`src/alarm_event_ring_log_assert.svh`:
```
// ----------------------------------------------------------------------------
// alarm_event_ring_log_assert.svh
// Assertion macros for the alarm event ring log; empty under synthesis.
// ----------------------------------------------------------------------------
`ifndef ALARM_EVENT_RING_LOG_ASSERT_SVH
`define ALARM_EVENT_RING_LOG_ASSERT_SVH

`ifndef SYNTHESIS

`define AERL_ASSERT_CLK(lbl, clk, rst_n, prop, msg) \
    lbl: assert property (@(posedge clk) disable iff (!rst_n) prop) else $error(msg);

`define AERL_ASSERT(lbl, prop, msg) \
    `AERL_ASSERT_CLK(lbl, i_clk, i_rst_n, prop, msg)

`else

`define AERL_ASSERT_CLK(lbl, clk, rst_n, prop, msg)

`define AERL_ASSERT(lbl, prop, msg)

`endif

`endif

```
`src/aerl_pkg.sv`:
```
// ----------------------------------------------------------------------------
// aerl_pkg
// Shared sizes, entry and result layouts and sequencer states of the
// alarm event ring log.
// ----------------------------------------------------------------------------
`default_nettype none

package aerl_pkg;

    localparam int ENTRIES   = 32;
    localparam int AW        = $clog2(ENTRIES);
    localparam int CW        = $clog2(ENTRIES + 1);
    localparam int CODE_W    = 8;
    localparam int TS_W      = 32;
    localparam int STORED_W  = 6;

    typedef struct packed {
        logic [CODE_W-1:0] code;
        logic [TS_W-1:0]   start_ts;
        logic [TS_W-1:0]   end_ts;
    } t_entry;

    localparam int ENTRY_W = $bits(t_entry);

    typedef struct packed {
        logic                entry_valid;
        logic [CODE_W-1:0]   entry_code;
        logic [TS_W-1:0]     entry_start;
        logic [TS_W-1:0]     entry_end;
        logic                has_duration;
        logic [TS_W-1:0]     duration;
        logic [STORED_W-1:0] stored_count;
        logic                final_of_run;
    } t_result;

    typedef enum logic [2:0] {
        S_IDLE,
        S_RD,
        S_CLOSE,
        S_WRITE,
        S_RESP,
        S_DRD,
        S_DLD
    } t_state;

endpackage

`default_nettype wire

```
`src/alarm_event_ring_log.sv`:
```
// ----------------------------------------------------------------------------
// alarm_event_ring_log
// Circular log of alarm episodes held in one entry RAM.
//
// Input channel: i_valid / o_stall with i_mode, i_alarm_code, i_timestamp.
// Output channel: o_valid / i_stall with one port per result field.
// A mode 0 transaction updates the log and gives one result carrying the
// entry count. A mode 1 transaction dumps the entries oldest first, one
// result each, with final_of_run on the last; an empty log gives a single
// result with entry_valid low.
// An update that changes the code may take a read-modify-write of the
// newest entry and a write of the new entry; an unchanged code or an
// empty dump answers without touching the RAM. A dump reads each entry
// and then loads it into the output register, as set by the single read
// port of the entry RAM and its registered read. One transaction is
// worked on at a time; o_stall stays high until its last result sits in
// the output register. Reset clears head, count and last code; RAM
// contents are not cleared and never read before being written. While
// i_stall is high a valid output result holds and the next one waits.
// ----------------------------------------------------------------------------
`default_nettype none

`include "alarm_event_ring_log_assert.svh"

module alarm_event_ring_log
    import aerl_pkg::*;
(
    input  wire logic              i_clk,
    input  wire logic              i_rst_n,
    input  wire logic              i_valid,
    output logic                   o_stall,
    input  wire logic              i_mode,
    input  wire logic [CODE_W-1:0] i_alarm_code,
    input  wire logic [TS_W-1:0]   i_timestamp,
    output logic                   o_valid,
    input  wire logic              i_stall,
    output logic                   o_entry_valid,
    output logic [CODE_W-1:0]      o_entry_code,
    output logic [TS_W-1:0]        o_entry_start,
    output logic [TS_W-1:0]        o_entry_end,
    output logic                   o_has_duration,
    output logic [TS_W-1:0]        o_duration,
    output logic [STORED_W-1:0]    o_stored_count,
    output logic                   o_final_of_run
);

    t_state            r_state, n_state;
    logic [AW-1:0]     r_head, n_head;
    logic [CW-1:0]     r_count, n_count;
    logic [CODE_W-1:0] r_prev, n_prev;
    logic [CODE_W-1:0] r_code, n_code;
    logic [TS_W-1:0]   r_ts, n_ts;
    logic [CW-1:0]     r_idx, n_idx;
    logic [AW-1:0]     r_addr, n_addr;
    t_result           r_out, n_out;
    logic              r_out_valid, n_out_valid;

    logic              ram_we;
    logic [AW-1:0]     ram_waddr;
    t_entry            ram_wdata;
    logic [AW-1:0]     ram_raddr;
    t_entry            ram_rdata;

    logic              out_free;
    logic              in_acc;
    logic              dump_last;
    logic [AW-1:0]     newest;
    logic [AW-1:0]     head_next;
    logic [AW-1:0]     addr_next;

    aerl_ram #(
        .WIDTH (ENTRY_W),
        .DEPTH (ENTRIES)
    ) u_entry_ram (
        .i_clk   (i_clk),
        .i_we    (ram_we),
        .i_waddr (ram_waddr),
        .i_wdata (ram_wdata),
        .i_raddr (ram_raddr),
        .o_rdata (ram_rdata)
    );

    assign o_stall   = (r_state != S_IDLE);
    assign in_acc    = i_valid && (r_state == S_IDLE);
    assign out_free  = !r_out_valid || !i_stall;
    assign dump_last = ((r_idx + CW'(1)) == r_count);
    assign newest    = (r_head == '0) ? AW'(ENTRIES - 1) : (r_head - AW'(1));
    assign head_next = (r_head == AW'(ENTRIES - 1)) ? '0 : (r_head + AW'(1));
    assign addr_next = (r_addr == AW'(ENTRIES - 1)) ? '0 : (r_addr + AW'(1));

    // next state
    always_comb begin
        n_state = r_state;
        case (r_state)
            S_IDLE: begin
                if (i_valid) begin
                    if (i_mode) begin
                        n_state = (r_count == '0) ? S_RESP : S_DRD;
                    end else if (i_alarm_code == r_prev) begin
                        n_state = S_RESP;
                    end else if ((r_prev != '0) && (r_count != '0)) begin
                        n_state = S_RD;
                    end else if (i_alarm_code != '0) begin
                        n_state = S_WRITE;
                    end else begin
                        n_state = S_RESP;
                    end
                end
            end
            S_RD:    n_state = S_CLOSE;
            S_CLOSE: n_state = (r_code != '0) ? S_WRITE : S_RESP;
            S_WRITE: n_state = S_RESP;
            S_RESP:  n_state = out_free ? S_IDLE : S_RESP;
            S_DRD:   n_state = out_free ? S_DLD : S_DRD;
            S_DLD:   n_state = dump_last ? S_IDLE : S_DRD;
            default: n_state = S_IDLE;
        endcase
    end

    // datapath and RAM control
    always_comb begin
        n_head      = r_head;
        n_count     = r_count;
        n_prev      = r_prev;
        n_code      = r_code;
        n_ts        = r_ts;
        n_idx       = r_idx;
        n_addr      = r_addr;
        n_out       = r_out;
        n_out_valid = r_out_valid && i_stall;
        ram_we      = 1'b0;
        ram_waddr   = r_head;
        ram_wdata   = '0;
        ram_raddr   = r_addr;
        case (r_state)
            S_IDLE: begin
                if (in_acc) begin
                    n_ts   = i_timestamp;
                    n_code = i_alarm_code;
                    n_idx  = '0;
                    n_addr = (r_count < CW'(ENTRIES)) ? '0 : r_head;
                    if (!i_mode && (i_alarm_code != r_prev)) begin
                        n_prev = i_alarm_code;
                    end
                end
            end
            S_RD: begin
                ram_raddr = newest;
            end
            S_CLOSE: begin
                // close the open episode only
                if (ram_rdata.end_ts == '0) begin
                    ram_we           = 1'b1;
                    ram_waddr        = newest;
                    ram_wdata        = ram_rdata;
                    ram_wdata.end_ts = r_ts;
                end
            end
            S_WRITE: begin
                ram_we             = 1'b1;
                ram_waddr          = r_head;
                ram_wdata.code     = r_code;
                ram_wdata.start_ts = r_ts;
                ram_wdata.end_ts   = '0;
                n_head             = head_next;
                if (r_count < CW'(ENTRIES)) begin
                    n_count = r_count + CW'(1);
                end
            end
            S_RESP: begin
                if (out_free) begin
                    n_out              = '0;
                    n_out.stored_count = STORED_W'(r_count);
                    n_out.final_of_run = 1'b1;
                    n_out_valid        = 1'b1;
                end
            end
            S_DRD: begin
                ram_raddr = r_addr;
            end
            S_DLD: begin
                n_out.entry_valid  = 1'b1;
                n_out.entry_code   = ram_rdata.code;
                n_out.entry_start  = ram_rdata.start_ts;
                n_out.entry_end    = ram_rdata.end_ts;
                n_out.has_duration = ram_rdata.end_ts > ram_rdata.start_ts;
                n_out.duration     = (ram_rdata.end_ts > ram_rdata.start_ts)
                                   ? (ram_rdata.end_ts - ram_rdata.start_ts) : '0;
                n_out.stored_count = STORED_W'(r_count);
                n_out.final_of_run = dump_last;
                n_out_valid        = 1'b1;
                n_idx              = r_idx + CW'(1);
                n_addr             = addr_next;
            end
            default: begin
                n_out_valid = r_out_valid && i_stall;
            end
        endcase
    end

    always_ff @(posedge i_clk) begin
        if (!i_rst_n) begin
            r_state     <= S_IDLE;
            r_head      <= '0;
            r_count     <= '0;
            r_prev      <= '0;
            r_out_valid <= 1'b0;
        end else begin
            r_state     <= n_state;
            r_head      <= n_head;
            r_count     <= n_count;
            r_prev      <= n_prev;
            r_out_valid <= n_out_valid;
        end
    end

    always_ff @(posedge i_clk) begin
        r_code <= n_code;
        r_ts   <= n_ts;
        r_idx  <= n_idx;
        r_addr <= n_addr;
        r_out  <= n_out;
    end

    assign o_valid        = r_out_valid;
    assign o_entry_valid  = r_out.entry_valid;
    assign o_entry_code   = r_out.entry_code;
    assign o_entry_start  = r_out.entry_start;
    assign o_entry_end    = r_out.entry_end;
    assign o_has_duration = r_out.has_duration;
    assign o_duration     = r_out.duration;
    assign o_stored_count = r_out.stored_count;
    assign o_final_of_run = r_out.final_of_run;

    `AERL_ASSERT(a_count_bound, (r_count <= CW'(ENTRIES)), "entry count above capacity")
    `AERL_ASSERT(a_count_step, ((r_count != $past(r_count)) |-> (r_count == ($past(r_count) + CW'(1)))), "entry count moved by other than one")
    `AERL_ASSERT(a_head_write, ((r_head != $past(r_head)) |-> ($past(r_state) == S_WRITE)), "head moved outside an entry write")
    `AERL_ASSERT(a_dump_slot_free, ((r_state == S_DLD) |-> !r_out_valid), "dump data arrived while output register busy")

endmodule

`default_nettype wire

```
`src/aerl_ram.sv`:
```
// ----------------------------------------------------------------------------
// aerl_ram
// Generic simple dual-port RAM: one write port, one read port with a
// registered read.
// ----------------------------------------------------------------------------
`default_nettype none

module aerl_ram #(
    parameter int WIDTH = 8,
    parameter int DEPTH = 32
) (
    input  wire logic                     i_clk,
    input  wire logic                     i_we,
    input  wire logic [$clog2(DEPTH)-1:0] i_waddr,
    input  wire logic [WIDTH-1:0]         i_wdata,
    input  wire logic [$clog2(DEPTH)-1:0] i_raddr,
    output logic      [WIDTH-1:0]         o_rdata
);

    logic [WIDTH-1:0] r_mem [DEPTH];
    logic [WIDTH-1:0] r_rdata;

    always_ff @(posedge i_clk) begin
        if (i_we) begin
            r_mem[i_waddr] <= i_wdata;
        end
        r_rdata <= r_mem[i_raddr];
    end

    assign o_rdata = r_rdata;

endmodule

`default_nettype wire
```
`config.mk`:
```
export PLATFORM = sky130hd
export DESIGN_NAME = alarm_event_ring_log
export DESIGN_NICKNAME = d
export VERILOG_FILES = /design/src/aerl_pkg.sv /design/src/alarm_event_ring_log.sv /design/src/aerl_ram.sv
export VERILOG_INCLUDE_DIRS = /design/src /design/src/src
export SDC_FILE = /design/constraint.sdc
export NUM_CORES = 2
export LEC_CHECK = 0
export ABC_AREA = 1
export BUFFER_PORTS_ARGS = -buffer_cell sky130_fd_sc_hd__buf_2
export CAP_MARGIN = 5
export CELL_PAD_IN_SITES_DETAIL_PLACEMENT = 1
export CELL_PAD_IN_SITES_GLOBAL_PLACEMENT = 1
export CORE_ASPECT_RATIO = 1.4
export CORE_MARGIN = 3
export CORE_UTILIZATION = 51
export CTS_CLUSTER_SIZE = 20
export DETAILED_ROUTE_END_ITERATION = 6
export PLACE_DENSITY_LB_ADDON = 0.1
export SLEW_MARGIN = 10
export SYNTH_ARGS = -nofsm -noshare
export SYNTH_HDL_FRONTEND = slang
export SYNTH_HIERARCHICAL = 1
export SYNTH_SLANG_ARGS = --single-unit
```
`constraint.sdc`:
```
create_clock -name i_clk -period 8.79 [get_ports i_clk]
set_clock_uncertainty 0.1 [all_clocks]
set_input_delay 0.4395 -clock i_clk [delete_from_list [all_inputs] [get_ports i_clk]]
set_output_delay 0.4395 -clock i_clk [all_outputs]
set_load 0.05 [all_outputs]
```
==> results.txt <==
Top cell type's share of synthesized area: 71.3%
Period utilization: 61.9%
Pre-antenna DRT Iters: 6
Worst Setup SP: u_entry_ram/o_rdata[30]
DRC Markers: 0
WP data required: 9.16 ns
Routed len/inst: 28.9 microns
GRT Residual Overflow: 0
Post-synth ARST share: 0%
Clock-pin slew on the worst setup and hold paths: 0.06 ns
Synthesis Warnings: 6
Pleak: 41.9 nW
EDFF count, synth: 2468
Routed via count: 72000
Crit path DAT: 5.81 ns
WL final: 342 mm
Die width: 387 microns
Mean Syn Cell Area: 11.7 sq um
Status: finished, final reports clean
Post-layout min period: 5.44 ns
Worst r2r src: u_entry_ram/o_rdata[30]
Vias in the first global route: 75300
Std-Cell Rows: 195
IO buf count: 159
Largest cells by area after synthesis: edfxtp_1 71%, nand2_1 11%, nand3_1 10%, dfxtp_1 1.8%, buf_2 1.7%
CP endpoint: u_entry_ram/r_mem[27][46]
Number of vias per cell: 6.08
Most common cell in the netlist: nand2_1
Share of layout cells above drive strength 1: 8.88%
FF-to-FF setup slack: 3.35 ns
Syn_nets: 8949
CTS resizes: 0
Worst-path fanout max: 41
Worst VDD drop: 309 uV
Startpoint Class: flop
Slew @ Worst Pin: 1.28 ns
Hold WC Path Type: primary input to flop
Critical R2R Capture: u_entry_ram/r_mem[27][46]
DIE HEIGHT: 540 microns
GRT Total Usage: 32.2%
Synth Flop Type: edfxtp_1
Cell area after synthesis: 0.104 sq mm
Initial cell density of the core: 51.4%
Post-synth top area cell: edfxtp_1
Synth unique cells: 39
Root buf cell: clkbuf_16
Number of cells on the worst reg-to-reg path: 10
DRT antenna net count: 0
Rel. slew slack: 14.8%
Cts bufs inserted: 247
Hold Path Origin: i_timestamp[25]
Tot Pwr: 36.9 mW
Post-CTS setup buffers: 0
Worst setup EP type: flop
Initial antenna violation count: 18
Max clock buf depth: 4
F_max: 0.184 GHz
Hold violation count in the final report: 0
H-tree levels: 4
RSZ-0062 raised after global routing: no
FILL cells: 20500
Max Cap Viol: 0
Total clock sinks: 2563
Final setup vio count: 0
Fin cells: 11800
Largest net degree at the start of global routing: 231
Sequential-to-total area share from yosys stat: 73.2%
Detailed Place HPWL: 181 mm
I/O pins: 160
Final Slew Violations: 0
Syn Inst Count: 8863
TNS Setup: 0 ns
First-pass GRT wire length: 499 mm
Layout Nets: 9057
P per Cell Area: 317 mW/mm^2
CTS tree: yes
Later-pin clock latency in the skew report: 0.91 ns
Register bit total from synthesis: 2563
Area Growth Syn to Fin: 11.8%
Setup CP Type: flop to flop
Core area: 0.202 sq mm
Detailed Route Iter0 Violations: 7464
Die footprint: 0.209 sq mm
Placed insts: 11300
GP Congestion: 0.896
Post-synth top cells: 2914 x nand2_1, 2468 x edfxtp_1, 2095 x nand3_1
## layout make-up
cell class | count | area [sq um] | share of cell area [%]
clock inverter | 111 | 998 | 0.859
inverter | 268 | 1060 | 0.913
multi-input combinational | 5515 | 25000 | 21.5
timing repair buffer | 376 | 2890 | 2.48
tap | 2659 | 3330 | 2.86
clock buffer | 346 | 6850 | 5.89
sequential | 2563 | 76000 | 65.4
antenna | 6 | 15.0 | 0.0129
## placed cells by master, fill, tap and decap left out, types with 28 or more instances in the layout
master,Yosys,final
nor2_1,213,178
dlygate4sd3_1,0,44
clkinv_1,0,41
o22ai_2,0,29
nand2_1,2914,2911
o21ai_0,31,29
inv_1,257,257
buf_2,363,159
buf_12,0,28
clkinv_2,1,46
clkbuf_1,66,74
buf_4,13,145
nand3_1,2095,2095
edfxtp_1,2468,2468
nor2_4,11,46
clkbuf_16,0,251
dfxtp_1,95,95
ha_1,40,40
a21oi_1,54,53
## flip-flops by register name, indices dropped and copies added (netlist names)
signal               cells
r_count                  6
u_entry_ram/o_rdata     72
r_prev                   8
r_head                   5
r_code                   8
r_ts                    32
o_entry_end             32
o_entry_start           32
o_entry_code             8
o_has_duration           1
o_stored_count           6
r_state                  3
o_final_of_run           1
o_entry_valid            1
o_valid                  1
r_idx                    6
r_addr                   5
o_duration              32
u_entry_ram/r_mem     2304
## worst max-delay path: stages (launching register included)
cell	delay (ns)
dfxtp_1	0.78
inv_1	0.16
nand4_1	0.13
nor2_1	0.07
nand4_1	0.40
inv_1	0.24
o21ai_0	0.42
nand3_1	0.71
nor2_4	0.27
buf_4	0.64
buf_4	0.96
## worst min-delay path by stage
stage | end | depth (start not counted)
after global placement | r_prev[1] | 2
after CTS | r_ts[12] | 2
after detailed placement | r_prev[0] | 2
final | r_ts[25] | 2
after global routing | r_ts[15] | 2
after floorplan | r_prev[0] | 2
## stage by stage
step | hold slack [ns] | setup slack [ns] | utilization [%] | area [sq um]
2_1_floorplan | 0.354 | 1.90 | - | 104000
3_3_place_gp | 0.365 | 3.63 | 53.4 | 108000
3_5_place_dp | 0.377 | 3.54 | 53.4 | 108000
4_1_cts | 0.0840 | 3.44 | 57.5 | 116000
5_1_grt | 0.136 | 3.17 | 57.5 | 116000
6_report | 0.146 | 3.35 | 57.5 | 116000
## power by group
| part | switching, mW | internal [mW] | total, mW |
|---|---|---|---|
| logic | 9.37 | 3.17 | 12.5 |
| registers | 0.178 | 13.6 | 13.8 |
| clock network | 4.58 | 5.93 | 10.5 |
## repair_timing
item / CTS / global route
hold endpoints to repair: 62 / 0
hold buffers: 44 / 0
endpoints found under the setup margin: 0 / 0
## logic make-up after synthesis
group / Yosys count / synth area share (%)
AOI/OAI and AO/OA: 151 / 0.855
xor gates and xnor gates: 25 / 0.211
adders and majority gates: 41 / 0.501
buffers and inverters: 785 / 3.37
DFF: 2563 / 73.2
and+or+nand+nor: 5298 / 21.9
## layer usage
layer	vias to the layer above	GRT usage, %	part of all wire (%)
met5	-	0	0.034
met4	16	13.9	4.5
met3	745	5.24	7.4
met2	3005	55.6	50
met1	37000	40.2	38
li1	31200	-	-
No activity file was read; power rests on OpenSTA's default activity.
